`config.mk`:
```
export PLATFORM = sky130hd
export DESIGN_NAME = signed_permutation_enumerator
export DESIGN_NICKNAME = d
export VERILOG_FILES = /design/src/hdl/spe_pkg.sv /design/src/hdl/spe_step.sv /design/src/hdl/signed_permutation_enumerator.sv
export SDC_FILE = /design/constraint.sdc
export NUM_CORES = 1
export LEC_CHECK = 0
export ABC_AREA = 1
export BUFFER_PORTS_ARGS = -buffer_cell sky130_fd_sc_hd__buf_2
export CORE_MARGIN = 4
export CORE_UTILIZATION = 60
export CTS_BUF_LIST = sky130_fd_sc_hd__clkbuf_8
export DETAILED_ROUTE_END_ITERATION = 8
export PLACE_DENSITY = 0.8
export SYNTH_ARGS = -nofsm -noshare
export SYNTH_HDL_FRONTEND = slang
export SYNTH_SLANG_ARGS = --single-unit
```
`constraint.sdc`:
```
create_clock -name clk -period 6.04 [get_ports clk]
set_clock_uncertainty 0.05 [all_clocks]
set_input_delay 0.302 -clock clk [delete_from_list [all_inputs] [get_ports clk]]
set_output_delay 0.302 -clock clk [all_outputs]
set_load 0.05 [all_outputs]
```
`src/hdl/spe_pkg.sv`:
```
// spe_pkg: shared types, constants and helpers for the signed permutation enumerator
// no dependencies; imported by spe_step and signed_permutation_enumerator
package spe_pkg;

    localparam int MAX_DIM   = 8;
    localparam int POS_W     = 3;
    localparam int DIM_W     = 4;
    localparam int POSITIONS_W = MAX_DIM * POS_W;
    localparam logic [DIM_W-1:0] DIM_RESET = 4'd3;

    typedef logic [MAX_DIM-1:0][POS_W-1:0] order_t;
    typedef logic [MAX_DIM-1:0]            signs_t;
    typedef logic [DIM_W-1:0]              dim_t;

    typedef struct packed {
        logic [POSITIONS_W-1:0] positions;
        signs_t                 sign_mask;
        logic                   last_symmetry;
    } result_t;

    function automatic order_t identity_order();
        order_t o;
        for (int i = 0; i < MAX_DIM; i++)
        begin
            o[i] = POS_W'(i);
        end
        return o;
    endfunction

    function automatic dim_t clamp_dim(dim_t d);
        dim_t n;
        n = d;
        if (d == '0)
        begin
            n = dim_t'(1);
        end
        else if (d > dim_t'(MAX_DIM))
        begin
            n = dim_t'(MAX_DIM);
        end
        return n;
    endfunction

    function automatic signs_t active_mask(dim_t n);
        signs_t m;
        for (int i = 0; i < MAX_DIM; i++)
        begin
            m[i] = (dim_t'(i) < n);
        end
        return m;
    endfunction

endpackage

```
`src/hdl/spe_step.sv`:
```
// spe_step: combinational emit-and-advance for one request word
// depends on spe_pkg (order_t, result_t, helpers)
module spe_step (
    input  spe_pkg::order_t  order_cur,
    input  spe_pkg::signs_t  sign_cur,
    input  logic             restart,
    input  spe_pkg::dim_t    dim_n,
    output spe_pkg::result_t result,
    output spe_pkg::order_t  order_next,
    output spe_pkg::signs_t  sign_next
);
    import spe_pkg::*;

    order_t           a;
    order_t           b;
    order_t           perm;
    signs_t           mask;
    signs_t           signs;
    logic             carry;
    logic             found;
    logic [POS_W-1:0] pivot;
    logic [POS_W-1:0] j_idx;
    logic [POS_W-1:0] a_piv;
    logic [DIM_W-1:0] src;

    always_comb
    begin
        a     = restart ? identity_order() : order_cur;
        mask  = active_mask(dim_n);
        signs = restart ? '0 : (sign_cur & mask);
        carry = (signs == mask);

        // pivot: highest i with a[i] < a[i+1] inside the active range
        found = 1'b0;
        pivot = '0;
        for (int i = 0; i < MAX_DIM - 1; i++)
        begin
            if ((dim_t'(i + 1) < dim_n) && (a[i] < a[i + 1]))
            begin
                found = 1'b1;
                pivot = POS_W'(i);
            end
        end
        a_piv = a[pivot];

        // rightmost entry above the pivot value
        j_idx = pivot + POS_W'(1);
        for (int i = 0; i < MAX_DIM; i++)
        begin
            if ((POS_W'(i) > pivot) && (dim_t'(i) < dim_n) && (a[i] > a_piv))
            begin
                j_idx = POS_W'(i);
            end
        end

        b        = a;
        b[pivot] = a[j_idx];
        b[j_idx] = a_piv;

        // reverse the suffix after the pivot
        perm = b;
        src  = '0;
        for (int k = 0; k < MAX_DIM; k++)
        begin
            src = dim_t'(pivot) + dim_n - dim_t'(k);
            if ((POS_W'(k) > pivot) && (dim_t'(k) < dim_n))
            begin
                perm[k] = b[src[POS_W-1:0]];
            end
        end
        if (!found)
        begin
            perm = identity_order();
        end

        for (int i = 0; i < MAX_DIM; i++)
        begin
            result.positions[i*POS_W +: POS_W] = mask[i] ? a[i] : '0;
        end
        result.sign_mask     = signs;
        result.last_symmetry = carry && !found;

        if (carry)
        begin
            sign_next  = '0;
            order_next = perm;
        end
        else
        begin
            sign_next  = signs + signs_t'(1);
            order_next = a;
        end
    end

endmodule

```
`src/hdl/signed_permutation_enumerator.sv`:
```
// signed_permutation_enumerator: emits one hypercube symmetry per request word
// the result word is registered and valid in the cycle after the request word is accepted
// one word per cycle while the output register can be drained; the next-permutation logic is combinational
// s_axis_tready stays high while the output register is empty or being drained
// reset (rst_n low, async): identity order, zero sign count, dimension 3, no output
// depends on spe_pkg and spe_step
module signed_permutation_enumerator (
    input  logic        clk,
    input  logic        rst_n,
    input  logic        cfg_wr_en,
    input  logic [3:0]  cfg_wr_data,    // dimension
    input  logic        s_axis_tvalid,
    output logic        s_axis_tready,
    input  logic [7:0]  s_axis_tdata,   // [0] restart, [7:1] zero
    output logic        m_axis_tvalid,
    input  logic        m_axis_tready,
    output logic [31:0] m_axis_tdata,   // [23:0] positions, [31:24] sign_mask
    output logic        m_axis_tlast    // last_symmetry
);
    import spe_pkg::*;

    dim_t    dim_reg;
    order_t  order_reg;
    order_t  order_next;
    signs_t  sign_reg;
    signs_t  sign_next;
    result_t step_result;
    result_t out_reg;
    logic    out_valid_reg;
    logic    out_valid_next;
    logic    in_fire;
    dim_t    dim_n;

    assign dim_n         = clamp_dim(dim_reg);
    assign s_axis_tready = !out_valid_reg || m_axis_tready;
    assign in_fire       = s_axis_tvalid && s_axis_tready;

    spe_step u_step (
        .order_cur  (order_reg),
        .sign_cur   (sign_reg),
        .restart    (s_axis_tdata[0]),
        .dim_n      (dim_n),
        .result     (step_result),
        .order_next (order_next),
        .sign_next  (sign_next)
    );

    always_comb
    begin
        out_valid_next = out_valid_reg;
        if (in_fire)
        begin
            out_valid_next = 1'b1;
        end
        else if (m_axis_tready)
        begin
            out_valid_next = 1'b0;
        end
    end

    always_ff @(posedge clk or negedge rst_n)
    begin
        if (!rst_n)
        begin
            dim_reg       <= DIM_RESET;
            order_reg     <= identity_order();
            sign_reg      <= '0;
            out_valid_reg <= 1'b0;
        end
        else
        begin
            if (cfg_wr_en)
            begin
                dim_reg <= cfg_wr_data;
            end
            if (in_fire)
            begin
                order_reg <= order_next;
                sign_reg  <= sign_next;
            end
            out_valid_reg <= out_valid_next;
        end
    end

    always_ff @(posedge clk)
    begin
        if (in_fire)
        begin
            out_reg <= step_result;
        end
    end

    assign m_axis_tvalid = out_valid_reg;
    assign m_axis_tdata  = {out_reg.sign_mask, out_reg.positions};
    assign m_axis_tlast  = out_reg.last_symmetry;

`ifndef SYNTH
    // an accepted request always yields a pending word next cycle
    assert property (@(posedge clk) disable iff (!rst_n)
        in_fire |=> out_valid_reg)
        else $error("accepted request produced no output word");

    // restart emits a zero sign mask
    assert property (@(posedge clk) disable iff (!rst_n)
        (in_fire && s_axis_tdata[0]) |=> (out_reg.sign_mask == '0))
        else $error("restart did not clear the sign mask");

    // last symmetry carries all active sign bits
    assert property (@(posedge clk) disable iff (!rst_n)
        (out_valid_reg && out_reg.last_symmetry)
            |-> (out_reg.sign_mask == active_mask(dim_n)))
        else $error("last symmetry without full sign mask");

    // sign count never holds bits outside the active range after a step
    assert property (@(posedge clk) disable iff (!rst_n)
        (in_fire && !cfg_wr_en) |=> ((sign_reg & ~active_mask(dim_n)) == '0))
        else $error("sign count left inactive bits set");
`endif

endmodule
```
==> flow_summary.json <==
{
  "status": "complete, but fails checks",
  "violations": "hold timing",
  "grt_overflow": 0,
  "drv_cap": 0,
  "initial_utilization_pct": 61.1,
  "wl_per_cell_um": 20.1,
  "synth-edff-count": 33,
  "grt_pass1_vias": 6959,
  "port_buffers": 44,
  "drtIter0Drc": 1326,
  "numCtsBuffers": 9,
  "clock-sinks": 70,
  "yosysMostFrequentCell": "nand2_1",
  "detail_route.wirelength_mm": 24.9,
  "power.internal_uw": 1330,
  "ant_nets": 0,
  "slowest_delay_ps": 330,
  "rows": 38,
  "rsz0062_at_grt": "false",
  "setup_viol": 0,
  "cts_resized": 0,
  "ys.flop_type": "edfxtp_1",
  "antennaDiodeCount": 0,
  "synth_top_area_share_pct": 17.5,
  "coreArea_um2": 10800,
  "cts_root_buffer": "clkbuf_8",
  "seq_power_share_pct": 18.5,
  "ir_drop_mv": 0.552,
  "cts_max_path_buffers": 2,
  "finalCritPeriodShare_pct": 92.9,
  "synthTopCellsByArea": "nand2_1, nand3_1, edfxtp_1, dfrtp_1, inv_1",
  "p_sw_share_pct": 56.5,
  "yosys_warnings": 0,
  "hold_viol_final": 4,
  "place_ws_ps": 355,
  "syn_nets": 1057,
  "postLayoutCoreUtil_pct": 68.8,
  "crit_fanout": 27,
  "yosysUniqueCellTypes": 50,
  "drive_above_1_share_pct": 17.5,
  "crit_path_end_kind": "register",
  "synth-seq-cells": 70,
  "num_vias": 7633,
  "clk_latency_ps": 340,
  "drc_errors": 0,
  "synth_common_cells": "nand2_1, nand3_1, inv_1",
  "fin_crit_ps": 5610,
  "pwr-share-comb_pct": 70.2,
  "timing.critical_path.mode_cell": "nand2_1",
  "cts_tree": "built",
  "hp-class": "in -> async",
  "syn-cell-area_um2": 6620,
  "start_kind": "input port",
  "post_cts_buffers": 0,
  "dpl.hpwl_mm": 19.4,
  "async_flop_share_pct": 52.9,
  "cts_hold_buffers": 0,
  "worst_ep_arrival_time_ps": 5780,
  "synthToLayoutAreaGrowth_pct": 12.7,
  "synth_top_cell_by_area": "nand2_1",
  "max_slew_margin_pct": 45.7,
  "synthCells": 1010,
  "leakagePower_uw": 0.00376,
  "die_w_um": 113,
  "die_h_um": 113,
  "setup_ws_ps": 428,
  "slowest_stage": "buf_2",
  "crit_family": "simple AND/OR/NAND/NOR gates",
  "ys_seq_area_share_pct": 29.2,
  "pwr-share-clk_pct": 11.3,
  "antenna_found_initial": 0,
  "grt_pass1_wl_mm": 38.2,
  "dr.pass1.iters": 7,
  "synth.avg_cell_area_um2": 6.55,
  "clk_pin_slew_ps": 90,
  "switchingPower_uw": 1730,
  "finalSetupTns_ps": 0,
  "dieArea_um2": 12800,
  "critPathRequiredTime_ps": 6210,
  "viasPerCell": 6.16,
  "grt_usage_pct": 39.0,
  "largest_register_ffs": 32,
  "critical_path.n_buffers_inverters": 4,
  "boundaryPins": 52,
  "powerDensity_nw_per_um2": 411,
  "hold_slack_ps": -4.73,
  "fmax_ghz": 0.178,
  "place_congestion": 1.06,
  "worst_slew_pin_slew_ps": 815,
  "drv_slew": 0,
  "grt_max_degree": 39,
  "ctsHtreeMaxLevel": 3,
  "nets": 1142,
  "critPathKind": "in -> reg"
}
## worst register-to-register path: cells and delay by family (launching register included)
kind / cells / cell delay, ps
simple gates: 25 / 3050
compound gates: 5 / 700
fa+ha+maj: 2 / 680
buf+inv: 3 / 590
flops: 1 / 370
## power groups by stage
| stage | clock network (uW) | registers, uW | logic [uW] |
|---|---|---|---|
| after global routing | 368 | 571 | 2350 |
| final | 347 | 566 | 2150 |
| after CTS | 345 | 566 | 2080 |
| after detailed placement | 0 | 575 | 2070 |
| after floorplan | 0 | 632 | 1460 |
| after global placement | 0 | 574 | 2060 |
## layer usage
metal  up-vias  GRT usage [%]  part of all wire, %
li1       3525              -                    -
met1      3429           52.7                   38
met2       546           58.3                   42
met3       133           7.11                   13
met4         0           23.3                  7.9
met5         -              0                    0
## stage by stage
stage	instances	hold WS [ps]	area, um^2	total power (uW)
3_5_place_dp	1224	389	7280	2650
3_3_place_gp	1224	382	7280	2640
6_report	1240	-4.73	7460	3070
5_1_grt	1240	50.9	7460	3290
2_1_floorplan	1010	-43.6	6620	2090
4_1_cts	1240	12.7	7460	3000
## area by class of cell
cell class	count	area (um^2)
inverter	118	444
clock inverter	7	51.3
sequential	70	1930
timing repair buffer	93	588
fill	966	3380
clock buffer	9	124
tap	140	175
multi-input combinational	803	4140
## path summary, 6_finish.rpt
kind | from | endpoint | slack, ps | cells past startpoint
worst max-delay path | s_axis_tdata[0] | order_reg[13] | 430 | 37
worst min-delay path | rst_n | m_axis_tvalid | -5 | 1
worst max register to register | order_reg[19] | order_reg[13] | 470 | 35
worst min register to register | order_reg[19] | order_reg[19] | 430 | 2
max in group asynchronous | rst_n | sign_reg[0] | 5410 | 1
min in group clk | cfg_wr_data[0] | dim_reg[0] | 130 | 3
## layout by cell type, fill, tap and decap left out, types with 13 or more instances in the layout
master / instances
edfxtp_1: 33
nand2_2: 14
nand2_1: 309
o21ai_0: 29
dfrtp_1: 23
buf_2: 44
inv_1: 104
nor2_1: 70
nand3_1: 207
buf_4: 49
nor2_4: 13
dfstp_2: 14
ha_1: 29
a21oi_1: 61
## logic make-up after synthesis
kind of cell	Yosys count	share of synthesized area [%]
adder cells (fa/ha/maj)	30	5.78
AND/OR/NAND/NOR	646	45.5
AO/OA/AOI/OAI	120	10.3
flip-flops	70	29.2
buffers and inverters	137	8.24
XOR/XNOR	7	0.926
Note: power is estimated with default switching activity, not from simulation.
